<file path="src/design/durm_pkg.sv">
// Shared types and codes of the dual UART register model.
package durm_pkg;
  typedef enum logic [2:0] {
    ACT_READ  = 3'd0,
    ACT_WRITE = 3'd1,
    ACT_TICK  = 3'd2,
    ACT_RX    = 3'd3,
    ACT_TXDN  = 3'd4,
    ACT_PINS  = 3'd5
  } action_t;

  typedef struct packed {
    logic [2:0] action;
    logic [3:0] reg_addr;
    logic [7:0] write_data;
    logic       channel;
    logic [7:0] rx_byte;
    logic [3:0] input_pins;
  } item_t;

  typedef struct packed {
    logic [7:0] read_data;
    logic       rx_accepted;
    logic       tx_start;
    logic       tx_channel;
    logic [7:0] tx_first;
    logic [7:0] tx_second;
    logic [1:0] tx_length;
    logic [5:0] irq_lines;
    logic [7:0] output_port;
  } result_t;
endpackage

</file>
<file path="src/design/durm_core.sv">
// Register state of the UART register model and its combinational update, registered on step.
module durm_core (
  input  logic              clk,
  input  logic              rst,
  input  logic              step,
  input  durm_pkg::item_t   item,
  output durm_pkg::result_t res
);
  import durm_pkg::*;

  logic [7:0]  mode_regs [4];
  logic [1:0]  mode_pointer;
  logic [3:0]  chan_status [2];
  logic [7:0]  rx_holder [2];
  logic [1:0]  rx_enabled, tx_enabled;
  logic [7:0]  out_port;
  logic [15:0] timer_count, timer_preset;
  logic [1:0]  timer_phase;
  logic        timer_irq_enable;
  logic [7:0]  aux_control, int_mask, int_status, pin_change_latch;
  logic [3:0]  prev_pins;
  logic [5:0]  irq_flags;

  logic [7:0]  mode_regs_next [4];
  logic [1:0]  mode_pointer_next;
  logic [3:0]  chan_status_next [2];
  logic [7:0]  rx_holder_next [2];
  logic [1:0]  rx_enabled_next, tx_enabled_next;
  logic [7:0]  out_port_next;
  logic [15:0] timer_count_next, timer_preset_next;
  logic [1:0]  timer_phase_next;
  logic        timer_irq_enable_next;
  logic [7:0]  aux_control_next, int_mask_next, int_status_next, latch_next;
  logic [3:0]  prev_pins_next;
  logic [5:0]  irq_flags_next;
  result_t     r;

  logic        ch, ach;
  logic [3:0]  ev;
  logic [2:0]  fld;
  logic [7:0]  v, txisr;
  logic [2:0]  txl, rxl;
  logic        do_change;

  always_comb begin
    mode_regs_next        = mode_regs;
    mode_pointer_next     = mode_pointer;
    chan_status_next      = chan_status;
    rx_holder_next        = rx_holder;
    rx_enabled_next       = rx_enabled;
    tx_enabled_next       = tx_enabled;
    out_port_next         = out_port;
    timer_count_next      = timer_count;
    timer_preset_next     = timer_preset;
    timer_phase_next      = timer_phase;
    timer_irq_enable_next = timer_irq_enable;
    aux_control_next      = aux_control;
    int_mask_next         = int_mask;
    int_status_next       = int_status;
    latch_next            = pin_change_latch;
    prev_pins_next        = prev_pins;
    irq_flags_next        = irq_flags;
    r                     = '0;
    do_change             = 1'b0;
    ev                    = '0;
    v                     = item.write_data;
    ach                   = item.reg_addr[3];
    ch                    = item.channel;
    fld                   = v[6:4];
    txisr                 = ach ? 8'h10 : 8'h01;
    txl                   = ach ? 3'd3 : 3'd1;
    rxl                   = ach ? 3'd2 : 3'd0;
    case (item.action)
      ACT_READ: begin
        case (item.reg_addr)
          4'd5: r.read_data = int_status;
          4'd4: begin
            r.read_data = pin_change_latch;
            latch_next = pin_change_latch & 8'h0f;
            int_status_next = int_status & 8'h7f;
            if ((int_status_next & int_mask) == 8'h00) irq_flags_next[4] = 1'b0;
          end
          4'd13: r.read_data = pin_change_latch & 8'h0f;
          4'd1, 4'd9: r.read_data = {4'h0, chan_status[ach]};
          4'd3, 4'd11: begin
            r.read_data = rx_holder[ach];
            chan_status_next[ach][0] = 1'b0;
            irq_flags_next[rxl] = 1'b0;
          end
          4'd6: r.read_data = timer_count[15:8];
          4'd7: r.read_data = timer_count[7:0];
          4'd14: begin
            timer_count_next = timer_preset;
            timer_phase_next = 2'd1;
          end
          4'd15: begin
            timer_phase_next = 2'd0;
            int_status_next = int_status & ~8'h08;
            irq_flags_next[5] = 1'b0;
            if (timer_irq_enable) out_port_next = out_port & ~8'h08;
          end
          default: ;
        endcase
      end
      ACT_WRITE: begin
        case (item.reg_addr)
          4'd0, 4'd8: begin
            mode_regs_next[{ach, mode_pointer[ach]}] = v;
            mode_pointer_next[ach] = ~mode_pointer[ach];
          end
          4'd2, 4'd10: begin
            if (fld == 3'd1 || fld == 3'd4) mode_pointer_next[ach] = 1'b0;
            if (fld == 3'd3) begin
              tx_enabled_next[ach] = 1'b0;
              int_status_next = int_status_next & ~txisr;
              chan_status_next[ach][2] = 1'b0;
              irq_flags_next[txl] = 1'b0;
            end
            if (v[0]) rx_enabled_next[ach] = 1'b1;
            if (v[1]) rx_enabled_next[ach] = 1'b0;
            if (v[2] && !tx_enabled_next[ach]) begin
              tx_enabled_next[ach] = 1'b1;
              int_status_next = int_status_next | txisr;
              chan_status_next[ach] = chan_status_next[ach] | 4'hc;
              irq_flags_next[txl] = 1'b1;
            end
            if (v[3]) begin
              tx_enabled_next[ach] = 1'b0;
              int_status_next = int_status_next & ~txisr;
              chan_status_next[ach] = (chan_status_next[ach] & ~4'h4) | 4'h8;
              irq_flags_next[txl] = 1'b0;
            end
          end
          4'd5: begin
            int_mask_next = v;
            do_change = 1'b1;
          end
          4'd4: begin
            aux_control_next = v;
            do_change = 1'b1;
          end
          4'd3, 4'd11: begin
            if ((ach && out_port[2]) || mode_regs[{ach, 1'b1}][7]) begin
              rx_holder_next[ach] = v;
              chan_status_next[ach][0] = 1'b1;
            end else begin
              r.tx_start = 1'b1;
              r.tx_channel = ach;
              if (ach) begin
                r.tx_first = {7'd0, mode_regs[2][2]};
                r.tx_second = v;
                r.tx_length = 2'd2;
              end else begin
                r.tx_first = v;
                r.tx_length = 2'd1;
              end
              chan_status_next[ach] = chan_status[ach] & ~4'hc;
              irq_flags_next[txl] = 1'b0;
            end
          end
          4'd6: timer_preset_next[15:8] = v;
          4'd7: timer_preset_next[7:0] = v;
          4'd13: timer_irq_enable_next = ((v & 8'h0c) == 8'h04);
          4'd14: begin
            out_port_next = out_port | v;
            if (out_port_next[4]) irq_flags_next[0] = 1'b1;
            if (out_port_next[5]) irq_flags_next[2] = 1'b1;
            if (out_port_next[7]) irq_flags_next[3] = 1'b1;
          end
          4'd15: begin
            out_port_next = out_port & ~v;
            if (!out_port_next[4]) irq_flags_next[0] = 1'b0;
            if (!out_port_next[5]) irq_flags_next[2] = 1'b0;
            if (!out_port_next[7]) irq_flags_next[3] = 1'b0;
          end
          default: ;
        endcase
      end
      ACT_TICK: begin
        if (timer_phase == 2'd1) begin
          timer_phase_next = 2'd2;
        end else if (timer_phase == 2'd2) begin
          timer_count_next = timer_count - 16'd1;
          if (timer_count == 16'd1) begin
            int_status_next = int_status | 8'h08;
            if (timer_irq_enable) begin
              irq_flags_next[5] = 1'b1;
              out_port_next = out_port | 8'h08;
            end
          end
        end
      end
      ACT_RX: begin
        if (rx_enabled[ch] && !chan_status[ch][0]) begin
          rx_holder_next[ch] = item.rx_byte;
          chan_status_next[ch][0] = 1'b1;
          irq_flags_next[ch ? 3'd2 : 3'd0] = 1'b1;
          r.rx_accepted = 1'b1;
        end
      end
      ACT_TXDN: begin
        chan_status_next[ch] = chan_status[ch] | 4'hc;
        if (tx_enabled[ch]) irq_flags_next[ch ? 3'd3 : 3'd1] = 1'b1;
      end
      ACT_PINS: begin
        latch_next = {pin_change_latch[7:4], item.input_pins};
        do_change = 1'b1;
      end
      default: ;
    endcase
    // Pin change detection shared by mask, aux and pin updates.
    if (do_change) begin
      if (item.action == ACT_WRITE && item.reg_addr == 4'd4) prev_pins_next = 4'h0;
      ev = (latch_next[3:0] ^ prev_pins_next);
      prev_pins_next = latch_next[3:0];
      latch_next = latch_next | {ev, 4'h0};
      if ((latch_next[7:4] & aux_control_next[3:0]) != 4'h0)
        int_status_next = int_status_next | 8'h80;
      irq_flags_next[4] = ((int_status_next & int_mask_next) != 8'h00);
    end
    r.irq_lines = irq_flags_next;
    r.output_port = out_port_next;
  end

  always_ff @(posedge clk) begin
    if (rst) begin
      mode_regs        <= '{default: 8'h00};
      mode_pointer     <= '0;
      chan_status      <= '{default: 4'h0};
      rx_holder        <= '{default: 8'h00};
      rx_enabled       <= '0;
      tx_enabled       <= '0;
      out_port         <= '0;
      timer_count      <= '0;
      timer_preset     <= '0;
      timer_phase      <= '0;
      timer_irq_enable <= 1'b0;
      aux_control      <= '0;
      int_mask         <= '0;
      int_status       <= '0;
      pin_change_latch <= 8'h03;
      prev_pins        <= '0;
      irq_flags        <= '0;
    end else if (step) begin
      mode_regs        <= mode_regs_next;
      mode_pointer     <= mode_pointer_next;
      chan_status      <= chan_status_next;
      rx_holder        <= rx_holder_next;
      rx_enabled       <= rx_enabled_next;
      tx_enabled       <= tx_enabled_next;
      out_port         <= out_port_next;
      timer_count      <= timer_count_next;
      timer_preset     <= timer_preset_next;
      timer_phase      <= timer_phase_next;
      timer_irq_enable <= timer_irq_enable_next;
      aux_control      <= aux_control_next;
      int_mask         <= int_mask_next;
      int_status       <= int_status_next;
      pin_change_latch <= latch_next;
      prev_pins        <= prev_pins_next;
      irq_flags        <= irq_flags_next;
    end
  end

  assign res = r;
endmodule

</file>
<file path="src/design/dual_uart_register_model_top.sv">
// Top level: input register, register model core and result register.
// Each transaction (bus access, timer tick, line event or pin change) is
// held in the input register, handled combinationally by the core, and
// its result is placed in the output register; one transaction can be
// accepted every clock while no result waits untaken. The input register
// refills while its item moves to the output, and stalls only when a
// result waits untaken.
module dual_uart_register_model_top (
  input  logic       clk,
  input  logic       rst,
  input  logic       in_valid,
  output logic       in_ready,
  input  logic [2:0] action,
  input  logic [3:0] reg_addr,
  input  logic [7:0] write_data,
  input  logic       channel,
  input  logic [7:0] rx_byte,
  input  logic [3:0] input_pins,
  output logic       out_valid,
  input  logic       out_ready,
  output logic [7:0] read_data,
  output logic       rx_accepted,
  output logic       tx_start,
  output logic       tx_channel,
  output logic [7:0] tx_first,
  output logic [7:0] tx_second,
  output logic [1:0] tx_length,
  output logic [5:0] irq_lines,
  output logic [7:0] output_port
);
  import durm_pkg::*;

  item_t   item;
  logic    item_valid;
  result_t res, res_q;
  logic    step;

  // Advance the held item when the result register is free or draining.
  assign step     = item_valid && (!out_valid || out_ready);
  assign in_ready = !item_valid || step;

  always_ff @(posedge clk) begin
    if (rst) begin
      item_valid <= 1'b0;
      out_valid  <= 1'b0;
    end else begin
      if (in_ready) item_valid <= in_valid;
      if (step) out_valid <= 1'b1;
      else if (out_ready) out_valid <= 1'b0;
    end
  end

  always_ff @(posedge clk) begin
    if (in_ready && in_valid)
      item <= '{action, reg_addr, write_data, channel, rx_byte, input_pins};
    if (step) res_q <= res;
  end

  durm_core u_core (
    .clk  (clk),
    .rst  (rst),
    .step (step),
    .item (item),
    .res  (res)
  );

  assign read_data   = res_q.read_data;
  assign rx_accepted = res_q.rx_accepted;
  assign tx_start    = res_q.tx_start;
  assign tx_channel  = res_q.tx_channel;
  assign tx_first    = res_q.tx_first;
  assign tx_second   = res_q.tx_second;
  assign tx_length   = res_q.tx_length;
  assign irq_lines   = res_q.irq_lines;
  assign output_port = res_q.output_port;
endmodule

</file>
<file path="config.mk">
export PLATFORM = sky130hd
export DESIGN_NAME = dual_uart_register_model_top
export DESIGN_NICKNAME = d
export VERILOG_FILES = /design/src/design/durm_pkg.sv /design/src/design/durm_core.sv /design/src/design/dual_uart_register_model_top.sv
export SDC_FILE = /design/constraint.sdc
export NUM_CORES = 1
export LEC_CHECK = 0
export BUFFER_PORTS_ARGS = -buffer_cell sky130_fd_sc_hd__buf_4
export CAP_MARGIN = 0
export CELL_PAD_IN_SITES_DETAIL_PLACEMENT = 1
export CELL_PAD_IN_SITES_GLOBAL_PLACEMENT = 1
export CORE_MARGIN = 2
export CORE_UTILIZATION = 42
export CTS_CLUSTER_DIAMETER = 40
export DETAILED_ROUTE_END_ITERATION = 7
export MAX_ROUTING_LAYER = met4
export PLACE_DENSITY_LB_ADDON = 0.1
export SLEW_MARGIN = 15
export SYNTH_ARGS = -nofsm -noshare
export SYNTH_HDL_FRONTEND = slang
export SYNTH_HIERARCHICAL = 1
export SYNTH_SLANG_ARGS = --single-unit
</file>
<file path="constraint.sdc">
create_clock -name clk -period 2.6 [get_ports clk]
set_clock_uncertainty 0.15 [all_clocks]
set_input_delay 0.26 -clock clk [delete_from_list [all_inputs] [get_ports clk]]
set_output_delay 0.26 -clock clk [all_outputs]
set_load 0.01 [all_outputs]
</file>
# After elaboration in Yosys (flattened, before gate mapping)

Index checks and enable logic that the tools add are counted.

Bits in registers: 216
Latch bits: 0
Bits in writable memories: 0
ROM bits: 0
Output and inout bits: 45
Word-level logic and storage cells: 365
Memories kept: 0

Add/subtract/negate cells: 1
Multiply operators: 0
Div/mod/pow operators: 0
Magnitude comparators: 18
Eq/ne operators: 37
Shift-type cells: 0
Multiplexer cells: 175
Bitwise operators: 41
Reduce and logical (&&, ||, !) cells: 52

Operators by type and width:

| cell                                       | count |
|---|---|
| 2-to-1 mux 8 bit                           | 35 |
| 2-to-1 mux 16 bit                          | 6 |
| 2-to-1 mux 4 bit                           | 19 |
| one-hot mux 16 bit (2 select lines)        | 2 |
| one-hot mux 8 bit (2 select lines)         | 4 |
| 2-to-1 mux 6 bit                           | 10 |
| one-hot mux 8 bit (7 select lines)         | 1 |
| 2-to-1 mux 2 bit                           | 27 |
| AND 8 bit                                  | 6 |
| one-hot mux 8 bit (3 select lines)         | 2 |
| bitwise OR 8 bit                           | 5 |
| bitwise mux 16 bit                         | 2 |
| bitwise mux 32 bit                         | 1 |
| bitwise mux 8 bit                          | 4 |
| inverter 8 bit                             | 4 |
| one-hot mux 8 bit (4 select lines)         | 1 |
| 2-to-1 mux 1 bit                           | 31 |
| equality test 4 bit, second input constant | 7 |
| demux 4 bit (select 1 bit)                 | 5 |
| 2-to-1 mux 20 bit                          | 1 |
| one-hot mux 5 bit (4 select lines)         | 1 |
| AND 6 bit                                  | 3 |
| bitwise OR 6 bit                           | 3 |
| binary-select mux 8 bit (select 2 bit)     | 1 |
| other kinds (59)                           | 143 |

# Depth between registers and ports, before layout

Depth after elaboration: 25
Gate-level depth with buffers: 10
Mapped depth without buffers: 9

# Modules after synthesis

The synthesis kept the hierarchy.

By module, submodules not included:

| module                       | instances | cells each | area an instance (sq um) | sequential area each (sq um) |
|---|---|---|---|---|
| durm_core                    | 1         | 837        | 6432.4                   | 2122.0 |
| dual_uart_register_model_top | 1         | 81         | 2235.9                   | 2172.1 |

# Worst setup path after synthesis

Ideal clock, no wire load.

Path type: register to register
Start point: reg out_valid
End point: reg u_core/chan_status[7] in the netlist's numbering
Arrival time: 2.463 ns
Required time: 2.328 ns
Setup slack: -0.135 ns
Cell stages (with the launch flop): 10
Buffers on the path: 1
Clock period less this slack: 2.735 ns
Cell sequence: dfxtp_1 nand2b_1 and2_2 clkbuf_1 inv_1 a211oi_1 nor2b_1 nand2_1 o21ai_0 a21oi_1

Longest elaborated chain between the ends: 4

RTL lines:

| what                          | line                               | text |
|---|---|---|
| start: declaration            | dual_uart_register_model_top.sv:19 | `output logic out_valid,` |
| start signal: assignment      | dual_uart_register_model_top.sv:45 | `out_valid <= 1'b0;` |
| start signal: assignment      | dual_uart_register_model_top.sv:48 | `if (step) out_valid <= 1'b1;` |
| start signal: assignment      | dual_uart_register_model_top.sv:49 | `else if (out_ready) out_valid <= 1'b0;` |
| zero test 1 bit               | dual_uart_register_model_top.sv:39 | `assign step = item_valid && (!out_valid \|\| out_ready);` |
| logical OR 1 bit              | dual_uart_register_model_top.sv:39 |  |
| logical AND 1 bit             | dual_uart_register_model_top.sv:39 |  |
| net step                      | dual_uart_register_model_top.sv:36 | `logic step;` |
| AND reduction 5 bit (no line) | --                                 |  |
| end signal: assignment        | durm_core.sv:247                   | `chan_status <= chan_status_next;` |
| end: declaration              | durm_core.sv:13                    | `logic [3:0] chan_status [2];` |

The timed path passes the listed nets, and every way through them passes these cells.
A chain may end at the register's enable or synchronous reset.

# Final worst setup path

Start point: reg, netlist name item[23]
End point: reg u_core/rx_holder[7] in the netlist's numbering

Longest elaborated chain between the ends: 4

RTL lines:

| what                                                                | line             | text |
|---|---|---|
| equality test 4 x 2 -> 1 bit or equality test 4 bit (tied branches) | durm_core.sv:106 | `case (item.reg_addr)` |
| OR reduction 2 bit *                                                | durm_core.sv:106 |  |
| != test 2 bit (no line) *                                           | --               |  |
| AND reduction 5 bit (no line) *                                     | --               |  |
| end signal: assignment                                              | durm_core.sv:248 | `rx_holder <= rx_holder_next;` |
| end: declaration                                                    | durm_core.sv:14  | `logic [7:0] rx_holder [2];` |

Every way passes the cells marked *; elsewhere a longest branch is shown, timed or not.

==> metrics.txt <==
highest fanout seen on the critical path=17; total power divided by cell area=574 mW/mm²; Tcrit/Tclk final=98.9%; filler cell count in the final layout=2245; dominant combinational cell family by area after synthesis=simple AND/OR/NAND/NOR gates; area of all placed cells without fillers=0.0108 mm²; number of standard cells after synthesis=918; effective utilization at floorplan=42.8%; most crowded layer after global routing=met2; Crit path arrival time=2.75 ns; Max-cap violations=0; setup tns final=0 ns; Synth Register Bits=179; worst-case headroom to the max-slew limit=61.7%; global routing usage summed across all routing layers=28.1%; sequential area share after synthesis=49.5%; H-tree depth reported by CTS=4; cell type with the highest aggregate area in the netlist=dfxtp_1; via-per-instance ratio=5.79; complex-gate fraction of the synthesized area=17.8%; Skew-Pair Late Insertion Delay=0.44 ns; post-synth design cell area=0.00867 mm²; number of enable-type register cells in the synthesized netlist=71; setup ws final=0.0275 ns; Clock power frac=41.1%; Area Growth Syn to Fin=24.5%; clock-pin slew of the registers on the worst-case setup and hold paths=0.07 ns; IO buf count=76; initial antenna violation count=1; aggregate routed wire length=29.4 mm; routability congestion estimate=0.949; category of the most critical setup path=reg -> reg; post-synth top area share=24.9%; Hold Crit Class=in -> reg; peak ir drop on the vdd network=0.423 mV; relative contribution of combinational cells to total power=9.8%; transition time at the pin with the least slew margin=0.571 ns; fraction of registers with async set or reset after synthesis=0%; clock sink count=179; post-synthesis mux area share=6.86%; most common library cell in the layout ignoring fill and taps=nor2_1; drt initial violations=491; Mean Syn Cell Area=9.44 µm²; Pre-antenna DRT Iters=5; number of cell rows=52; share of the synthesized netlist area taken by xor and xnor gates=0.909%; Nets=1078; Congestion Overflow GR=0; status=completed; dominant cells by area after synthesis=dfxtp_1, edfxtp_1, mux2i_1, nor2_1, a21oi_1; cell area after placement=0.00979 mm²; Post-route DRC=0; met3 usage=4.07%; first-pass GRT wire length=45.5 mm; Synth Area in Adders=0.289%; Critical Path End Type=flip-flop; clock tree root buffer cell=clkbuf_16; flop2flop setup slack=0.03 ns; simple-gate area share of the yosys netlist=19.9%; buffer depth of the longest clock path=2; cts bufs inserted=17; setup repair after global routing missed its margin=yes; final count of negative-setup-slack endpoints=0; Global Route met2 Usage=45.2%; most used flip-flop cell after synthesis=dfxtp_1; Horiz. Die Dim=148 µm; pin count of the biggest net entering global routing=43; Unique masters post-synth=80; sequential power share=49.1%; Net Count, Synth=952; commonest non-fill, non-tap cells in the layout=nor2_1, buf_4, dfxtp_1, edfxtp_1, nand2_1; met1 usage=36.9%; count of antenna-violating nets left after detailed routing=0; sw frac=26.9%; longest individual stage delay on the worst path=0.54 ns; height of the die=148 µm; Leak Pwr=4.07 nW; clock tree from TritonCTS=yes; I/O pin total=77; top achievable clock speed=389 MHz; final routed wire length divided by cell count=22.2 µm; final period demand of the worst path=2.57 ns; net switching power of the design=1.67 mW; CP Launch Type=flip-flop; placeable core area=0.0202 mm²; Internal Power=4.53 mW; combined buffer and inverter count along the critical path=2; Total Die Area=0.0218 mm²; via count=7692; cell type of the slowest stage on the worst timing path=or4_1; share of cells above drive strength 1=19.6%; total half-perimeter wirelength after legalization and detailed placement=21.2 mm; Placement Setup Slack=-0.112 ns; final count of pins violating max slew=0; YS warnings=6; data required time of the worst path=2.78 ns; Hold Fails Final Rpt=0; Cell Chain, Critical Path=buf_4 > nand3b_4 > or4_1 > a21oi_1 > and2b_1 > buf_12 > nor2_1 > a311oi_1; largest delay contributor family on the critical path=simple AND/OR/NAND/NOR gates; via count of the first global-routing pass=7907
==> sequential cells by signal, summed over array words and instances (netlist names), 8 cells and up <==
signal / count
u_core/rx_holder: 16
tx_first: 8
output_port: 8
u_core/chan_status: 8
u_core/out_port: 8
u_core/timer_preset: 16
u_core/timer_count: 16
item: 28
u_core/pin_change_latch: 8
tx_second: 8
read_data: 8
==> kinds of logic after synthesis <==
kind of cell,Yosys count
flops,179
buf+inv,90
simple gates,351
compound gates,228
xor+xnor,9
mux,59
fa+ha+maj,2
==> through the flow <==
stage	instances	hold WS, ns	utilization, %	power (mW)
final	1328	0.0882	53.3	6.20
after global routing	1328	0.107	53.3	6.42
after CTS	1322	0.0890	52.9	6.24
after detailed placement	1259	0.290	48.4	3.66
after global placement	1259	0.288	48.4	3.64
after floorplan	918	0.172	-	3.39
==> layer usage <==
layer | part of all wire, % | wire, µm | up-vias
li1 | - | - | 3606
met1 | 44 | 13100 | 3817
met2 | 48 | 14100 | 228
met3 | 5.0 | 1460 | 41
met4 | 2.6 | 755 | 0
met5 | 0 | 0 | -
==> worst paths after layout <==
path,start,endpoint,cells after the start
worst min register to register,u_core/chan_status[5],u_core/chan_status[5],1
worst max register to register,item[23],u_core/rx_holder[7],8
worst min-delay path,rst,u_core/chan_status[2],2
worst max-delay path,item[23],u_core/rx_holder[7],8
==> repair_timing <==
item	in CTS	in global routing
setup endpoints to repair	2	35
hold endpoints to repair	30	0
setup buffers	0	5
pin swaps	0	6
hold buffers	31	0
resized for setup	2	11
==> synthesized netlist by cell type (14+ instances only) <==
cell	number
nor2_1	146
dfxtp_1	108
edfxtp_1	71
nand2_1	67
mux2i_1	56
a21oi_1	54
clkbuf_1	43
o21ai_0	36
nand3_1	35
a211oi_1	21
inv_1	19
a311oi_1	18
and2_1	18
a31oi_1	16
buf_2	16
a22oi_1	14
==> area by class of cell <==
class                   instances  area (µm²)  area share (%)
clock inverters                15         161            1.50
inverters                      19        71.3           0.661
flip-flops and latches        179        4290            39.8
well taps                     270         338            3.13
repair buffers                178        1470            13.6
diodes                          1        2.50          0.0232
multi-input cells             649        4030            37.3
clock buffers                  17         425            3.94
==> power by group through the flow <==
stage	logic (mW)	clock network (mW)	registers, mW
2_1_floorplan	0.287	0	3.10
6_report	0.607	2.55	3.04
4_1_cts	0.592	2.61	3.04
3_3_place_gp	0.543	0	3.10
5_1_grt	0.649	2.72	3.05
3_5_place_dp	0.552	0	3.11
(Power assumes the default switching activity.)
